$ cat config.mk
export PLATFORM = sky130hd
export DESIGN_NAME = ordered_set_table_unit
export DESIGN_NICKNAME = d
export VERILOG_FILES = /design/src/hdl/ost_pkg.sv /design/src/hdl/ordered_set_table_unit.sv /design/src/hdl/ost_ram.sv
export SDC_FILE = /design/constraint.sdc
export NUM_CORES = 2
export LEC_CHECK = 0
export BUFFER_PORTS_ARGS = -buffer_cell sky130_fd_sc_hd__buf_4
export CAP_MARGIN = 20
export CORE_MARGIN = 2
export CORE_UTILIZATION = 34
export CTS_CLUSTER_DIAMETER = 120
export DETAILED_ROUTE_END_ITERATION = 8
export SETUP_SLACK_MARGIN = 0.5
export SLEW_MARGIN = 20
export SYNTH_ARGS = -nofsm -noshare
export SYNTH_HDL_FRONTEND = slang
export SYNTH_HIERARCHICAL = 1
export SYNTH_SLANG_ARGS = --single-unit
$ cat constraint.sdc
create_clock -name clk -period 9.8 [get_ports clk]
set_input_delay 0.49 -clock clk [delete_from_list [all_inputs] [get_ports clk]]
set_output_delay 0.49 -clock clk [all_outputs]
set_load 0.05 [all_outputs]
$ cat src/hdl/ost_pkg.sv
// ost_pkg: shared types and codes for the ordered set table
// request and response word layouts, request and status codes, controller states
// no dependencies
package ost_pkg;

	// request codes
	localparam logic [2:0] REQ_ADD    = 3'd0;
	localparam logic [2:0] REQ_REMOVE = 3'd1;
	localparam logic [2:0] REQ_FIND   = 3'd2;
	localparam logic [2:0] REQ_READ   = 3'd3;
	localparam logic [2:0] REQ_CLEAR  = 3'd4;

	// status codes
	localparam logic [2:0] STATUS_OK       = 3'd0;
	localparam logic [2:0] STATUS_DUP      = 3'd1;
	localparam logic [2:0] STATUS_NOTFOUND = 3'd2;
	localparam logic [2:0] STATUS_RANGE    = 3'd3;
	localparam logic [2:0] STATUS_FULL     = 3'd4;

	typedef struct packed {
		logic [2:0]         req_type;
		logic signed [31:0] item;
		logic [4:0]         position;
	} req_t;

	typedef struct packed {
		logic [2:0]         status;
		logic [4:0]         found_position;
		logic signed [31:0] read_value;
		logic [5:0]         entry_count;
		logic               empty_flag;
	} rsp_t;

	typedef enum logic [2:0] {
		S_IDLE,
		S_SEARCH,
		S_SHIFT,
		S_READ,
		S_RESP
	} ost_state_t;

endpackage

$ cat src/hdl/ordered_set_table_unit.sv
// ordered_set_table_unit: insertion-ordered set of signed 32-bit values with compacting delete
// depends on ost_pkg and ost_ram
// entries live in one ost_ram; a small controller walks it one entry per cycle

// The table holds up to CAPACITY distinct values in the order they were added,
// stored in a single ram with one write and one registered read port. One
// request word is worked on at a time and gives exactly one response word.
// Add, remove and find scan the ram from position zero at one entry per cycle
// (read of the next entry overlaps the compare of the previous one); a remove
// then streams the later entries down one place, reading one and writing the
// one before it each cycle. Read, clear and unused codes need no scan, and
// every request ends in S_RESP. The response sits in an output register, so
// a new request is taken while an older response still waits for rsp_ready.
// No clearing pass is needed after reset: only entries below the count are
// ever read.
module ordered_set_table_unit
	import ost_pkg::*;
#(
	parameter int CAPACITY = 32
) (
	input  logic clk,
	input  logic arst_n,
	input  logic req_valid,
	output logic req_ready,
	input  req_t req,
	output logic rsp_valid,
	input  logic rsp_ready,
	output rsp_t rsp
);

	localparam int AW = $clog2(CAPACITY);
	localparam int CW = $clog2(CAPACITY + 1);
	localparam logic [CW-1:0] CAP_C = CW'(CAPACITY);

	ost_state_t state_q, state_d;

	// request being worked on
	req_t req_q;

	// scan pointer: next ram address to read
	logic [CW-1:0] idx_q, idx_d;
	logic [CW-1:0] count_q, count_d;

	// read in flight: registered copies of the issue flag and the ram address
	logic          rd_vld_s1;
	logic [AW-1:0] rd_addr_s1;
	logic          issue;

	// result fields gathered before the response is loaded
	logic [2:0]  status_q, status_d;
	logic [4:0]  fpos_q, fpos_d;
	logic [31:0] rval_q, rval_d;

	rsp_t rsp_q;
	logic rsp_valid_q;
	logic load_rsp;

	// ram port
	logic          mem_we;
	logic [AW-1:0] mem_waddr;
	logic [31:0]   mem_wdata;
	logic [AW-1:0] mem_raddr;
	logic [31:0]   mem_rdata;

	logic hit;
	logic more;

	ost_ram #(
		.WIDTH(32),
		.DEPTH(CAPACITY)
	) u_ram (
		.clk  (clk),
		.we   (mem_we),
		.waddr(mem_waddr),
		.wdata(mem_wdata),
		.raddr(mem_raddr),
		.rdata(mem_rdata)
	);

	// compare of the word read last cycle, and whether entries remain to read
	assign hit  = rd_vld_s1 && (mem_rdata == req_q.item);
	assign more = idx_q < count_q;

	always_ff @(posedge clk or negedge arst_n) begin
		if (!arst_n) begin
			state_q <= S_IDLE;
		end else begin
			state_q <= state_d;
		end
	end

	always_comb begin
		state_d   = state_q;
		idx_d     = idx_q;
		count_d   = count_q;
		status_d  = status_q;
		fpos_d    = fpos_q;
		rval_d    = rval_q;
		mem_we    = 1'b0;
		mem_waddr = rd_addr_s1 - AW'(1);
		mem_wdata = mem_rdata;
		mem_raddr = idx_q[AW-1:0];
		issue     = 1'b0;
		load_rsp  = 1'b0;
		req_ready = 1'b0;

		unique case (state_q)
			S_IDLE: begin
				req_ready = 1'b1;
				if (req_valid) begin
					status_d = STATUS_OK;
					fpos_d   = '0;
					rval_d   = '0;
					idx_d    = '0;
					unique case (req.req_type)
						REQ_ADD, REQ_REMOVE, REQ_FIND: begin
							state_d = S_SEARCH;
						end
						REQ_READ: begin
							// ram read goes out now, data lands in S_READ
							mem_raddr = AW'(req.position);
							if (32'(req.position) >= 32'(count_q)) begin
								status_d = STATUS_RANGE;
								state_d  = S_RESP;
							end else begin
								state_d = S_READ;
							end
						end
						REQ_CLEAR: begin
							count_d = '0;
							state_d = S_RESP;
						end
						default: begin
							state_d = S_RESP;
						end
					endcase
				end
			end
			S_SEARCH: begin
				if (hit) begin
					unique case (req_q.req_type)
						REQ_ADD: begin
							status_d = STATUS_DUP;
							state_d  = S_RESP;
						end
						REQ_REMOVE: begin
							// compact from the entry after the match
							idx_d   = CW'(rd_addr_s1) + CW'(1);
							state_d = S_SHIFT;
						end
						default: begin
							fpos_d  = 5'(rd_addr_s1);
							state_d = S_RESP;
						end
					endcase
				end else if (!more) begin
					// every entry compared, no match
					state_d = S_RESP;
					if (req_q.req_type == REQ_ADD) begin
						if (count_q >= CAP_C) begin
							status_d = STATUS_FULL;
						end else begin
							mem_we    = 1'b1;
							mem_waddr = count_q[AW-1:0];
							mem_wdata = req_q.item;
							count_d   = count_q + CW'(1);
						end
					end else begin
						status_d = STATUS_NOTFOUND;
					end
				end else begin
					issue = 1'b1;
					idx_d = idx_q + CW'(1);
				end
			end
			S_SHIFT: begin
				// word read last cycle moves down one place
				mem_we = rd_vld_s1;
				if (more) begin
					issue = 1'b1;
					idx_d = idx_q + CW'(1);
				end else begin
					count_d = count_q - CW'(1);
					state_d = S_RESP;
				end
			end
			S_READ: begin
				rval_d  = mem_rdata;
				state_d = S_RESP;
			end
			S_RESP: begin
				if (!rsp_valid_q || rsp_ready) begin
					load_rsp = 1'b1;
					state_d  = S_IDLE;
				end
			end
			default: begin
				state_d = S_IDLE;
			end
		endcase
	end

	// control registers
	always_ff @(posedge clk or negedge arst_n) begin
		if (!arst_n) begin
			count_q     <= '0;
			idx_q       <= '0;
			rd_vld_s1   <= 1'b0;
			rsp_valid_q <= 1'b0;
		end else begin
			count_q   <= count_d;
			idx_q     <= idx_d;
			rd_vld_s1 <= issue;
			if (load_rsp) begin
				rsp_valid_q <= 1'b1;
			end else if (rsp_ready) begin
				rsp_valid_q <= 1'b0;
			end
		end
	end

	// payload registers
	always_ff @(posedge clk) begin
		if (req_valid && req_ready) begin
			req_q <= req;
		end
		rd_addr_s1 <= mem_raddr;
		status_q   <= status_d;
		fpos_q     <= fpos_d;
		rval_q     <= rval_d;
		if (load_rsp) begin
			rsp_q.status         <= status_q;
			rsp_q.found_position <= fpos_q;
			rsp_q.read_value     <= rval_q;
			rsp_q.entry_count    <= 6'(count_q);
			rsp_q.empty_flag     <= (count_q == '0);
		end
	end

	assign rsp_valid = rsp_valid_q;
	assign rsp       = rsp_q;

	// the count never passes the capacity
	a_count_bound: assert property (@(posedge clk) disable iff (!arst_n)
		count_q <= CAP_C)
		else $error("entry count beyond capacity");

	// every ram write lands at or below the current count
	a_write_in_range: assert property (@(posedge clk) disable iff (!arst_n)
		mem_we |-> (CW'(mem_waddr) <= count_q))
		else $error("ram write beyond the packed region");

	// compaction only runs on a non-empty table
	a_shift_nonempty: assert property (@(posedge clk) disable iff (!arst_n)
		(state_q == S_SHIFT) |-> (count_q != '0))
		else $error("compaction with empty table");

	// an accepted request always starts work
	a_accept_leaves_idle: assert property (@(posedge clk) disable iff (!arst_n)
		(req_valid && req_ready) |=> (state_q != S_IDLE))
		else $error("request accepted but controller stayed idle");

	// a response is only loaded when the output slot is free or draining
	a_no_overwrite: assert property (@(posedge clk) disable iff (!arst_n)
		load_rsp |-> (!rsp_valid_q || rsp_ready))
		else $error("response overwritten before taken");

endmodule

$ cat src/hdl/ost_ram.sv
// ost_ram: generic simple dual-port ram, one write port and one registered read port
// no dependencies
module ost_ram #(
	parameter int WIDTH = 32,
	parameter int DEPTH = 32
) (
	input  logic                     clk,
	input  logic                     we,
	input  logic [$clog2(DEPTH)-1:0] waddr,
	input  logic [WIDTH-1:0]         wdata,
	input  logic [$clog2(DEPTH)-1:0] raddr,
	output logic [WIDTH-1:0]         rdata
);

	logic [WIDTH-1:0] mem [DEPTH];

	always_ff @(posedge clk) begin
		if (we) begin
			mem[waddr] <= wdata;
		end
		rdata <= mem[raddr];
	end

endmodule
==> impl_metrics.tcl <==
set metrics [dict create \
    worst-slew-pin-transition_ns 1.05 \
    port_buffers 92 \
    status "completed" \
    final_common_cell "edfxtp_1" \
    grt_pass1_vias 24339 \
    synth-seq-area-share 0.755 \
    vias 25246 \
    die_h_um 376 \
    layout.nets 2958 \
    vias_per_cell 5.27 \
    fin_skew_ns 0.0278 \
    grt_max_degree 108 \
    postRouteAntennaNets 0 \
    setup_viol 0 \
    cts_tree "yes" \
    postCtsSetupBuffers 0 \
    clock-sinks 1200 \
    required_ns 10.14 \
    fin_area_mm2 0.0544 \
    die-area_mm2 0.142 \
    ctsResizeCount 0 \
    synth_area_mm2 0.0471 \
    syn2layout_area_growth_pct 15.5 \
    drv_cap 0 \
    slew_headroom 0.300 \
    initial_utilization 0.343 \
    antenna_found_initial 2 \
    synth-seq-cells 1200 \
    ios 93 \
    ys_warn_count 6 \
    synth_nets 2800 \
    insertion_delay_ns 0.71 \
    crit_arrival_ns 5.92 \
    power.density_mw_per_mm2 265 \
    fill_cells 12392 \
    endpoint_kind "flop" \
    register_area_mm2 0.0356 \
    post_dp_cell_area_mm2 0.0502 \
    drtIter0Drc 2572 \
    drc 0 \
    timing_hold_violations_final 0 \
    async_flop_share 0.0142 \
    worstPathMaxFanout 43 \
    highest_layer "met4" \
    rows 136 \
    clockBufferDepth 3 \
    min_path_type "input pin to flop" \
    dr_wl_met2_um 55700 \
    wl_per_cell_um 25.0 \
    fin_setup_tns_ns 0 \
    cts_buffers 117 \
    yosys_most_used_dff "edfxtp_1" \
    met1_length_um 54100 \
    fmax_ghz 0.179 \
    overflow 0 \
    gp_congestion 0.891 \
    grt_use_total 0.165 \
    syn_avg_cell_area_um2 17.2 \
    post-route-period-util 0.569 \
    wl_um 120000 \
    coreArea_mm2 0.137 \
    path_clk_slew_ns 0.07 \
    synth_edf_count 1146 \
    clockRootBuffer "clkbuf_16" \
    drv_slew 0 \
    post-route-min-period_ns 5.58 \
    synthCells 2738 \
    dr.pass1.iters 5 \
    fin_util 0.396 \
    wl_met3_um 7650 \
    cellLeakagePower_uw 0.0172 \
    hpwl_um 71300 \
    critPathLaunchType "flop" \
    drive_above_1_share 0.138 \
    crit_type "flop to flop" \
    htreeDepth 3 \
    layout_common_cells "edfxtp_1 (1146), mux2i_1 (516), buf_4 (133), nand2_1 (121), clkbuf_16 (118)" \
    synth_cell_types 63 \
    multi_input_area_mm2 0.0109 \
    die_w_um 376 \
    rsz0062_at_grt "false" \
    whs_ns 0.0425 \
    peakVddDrop_v 0.000181 \
    grt_pass1_wl_um 172000 \
]
## registers in the layout, indices dropped and copies added, names as in the netlist, 6 cells and up
register / cells
idx_q: 6
rsp: 47
count_q: 6
req_q: 35
rval_q: 32
u_ram/rdata: 32
u_ram/mem: 1024
## layout make-up
cell class | instances | area share
sequential | 1200 | 0.654
inverter | 15 | 0.00103
antenna | 1 | 0.0000460
tap | 1794 | 0.0412
timing repair buffer | 184 | 0.0320
clock buffer | 135 | 0.0554
clock inverter | 86 | 0.0162
multi-input combinational | 1378 | 0.200
## power breakdown
part | internal [µW] | total [µW] | switching [µW]
clock network | 2610 | 4530 | 1920
logic | 829 | 3080 | 2250
registers | 6590 | 6800 | 207
## logic make-up after synthesis
family	after synthesis	share of synthesized area
flops	1200	0.755
mux	553	0.118
simple gates	416	0.0430
compound gates	350	0.0511
buf+inv	160	0.0195
xor+xnor	41	0.00762
fa+ha+maj	18	0.00494
## critical path, stage by stage, from the launching register on
cell      delay, ns
dfrtp_1        0.42
inv_1          0.19
ha_1           0.27
a2111o_1       0.39
a31o_4         0.28
a21oi_4        0.35
nand4b_4       0.61
nor2_1         0.10
a21oi_1        0.29
nand3b_1       0.74
nor2_4         1.00
buf_4          0.50
## layer usage
layer / GRT usage / up-vias
met1: 0.240 / 13060
met3: 0.0220 / 141
met2: 0.262 / 938
met5: 0 / -
met4: 0.0422 / 0
li1: - / 11107
## repair_timing
item / in CTS / in global routing
hold buffers: 32 / 0
endpoints found under the hold margin: 48 / 0
setup endpoints to repair: 0 / 0
## cells in the mapped netlist (all sizes together), types with 3 or more instances
cell type  number  area (µm²)
and3           39         244
a21oi         113         577
nand3b          7        52.6
dfrtp          17         425
nor2           56         210
nand2         122         458
inv            15        56.3
nand3         106         531
mux2i         516        5160
a22o           64         561
or2             3        18.8
clkbuf         54         210
nor4            4        31.3
a22oi          96         721
o21ai          15        75.1
and2            3        18.8
ha             17         213
nor3           41         215
buf            91         654
nand4          14        87.6
xnor2          35         307
nand2b          8        50.1
a21o            3        22.5
mux2           37         417
a31oi          34         213
dfxtp          37         741
or3b            3        26.3
o21a            3        22.5
nor2b           7        43.8
edfxtp       1146       34400
xor2            6        52.6
## per-stage QoR
stage / cells / total power (µW) / worst slack (ns)
final: 4793 / 14400 / 4.22
after global routing: 4792 / 14900 / 3.97
after CTS: 4792 / 14500 / 4.23
after detailed placement: 4539 / 9990 / 4.26
after global placement: 4525 / 9940 / 4.26
after floorplan: 2738 / 8730 / 5.19
## worst paths after layout
check	slack, ns	start	depth (start not counted)	end
worst min-delay path	0.04	req[12]	1	req_q[12]$_DFFE_PP_
max in group asynchronous	9.35	arst_n	2	idx_q[1]$_DFFE_PN0P_
worst max-delay path	4.22	count_q[1]$_DFFE_PN0P_	11	u_ram/mem[2][27]$_DFFE_PP_
worst min register to register	0.42	rval_q[0]$_SDFFCE_PN0P_	0	rsp[7]$_DFFE_PP_
worst max register to register	4.22	count_q[1]$_DFFE_PN0P_	11	u_ram/mem[2][27]$_DFFE_PP_
min in group asynchronous	0.21	arst_n	2	rsp_valid$_DFFE_PN0P_
Note: power is estimated with default switching activity, not from simulation.
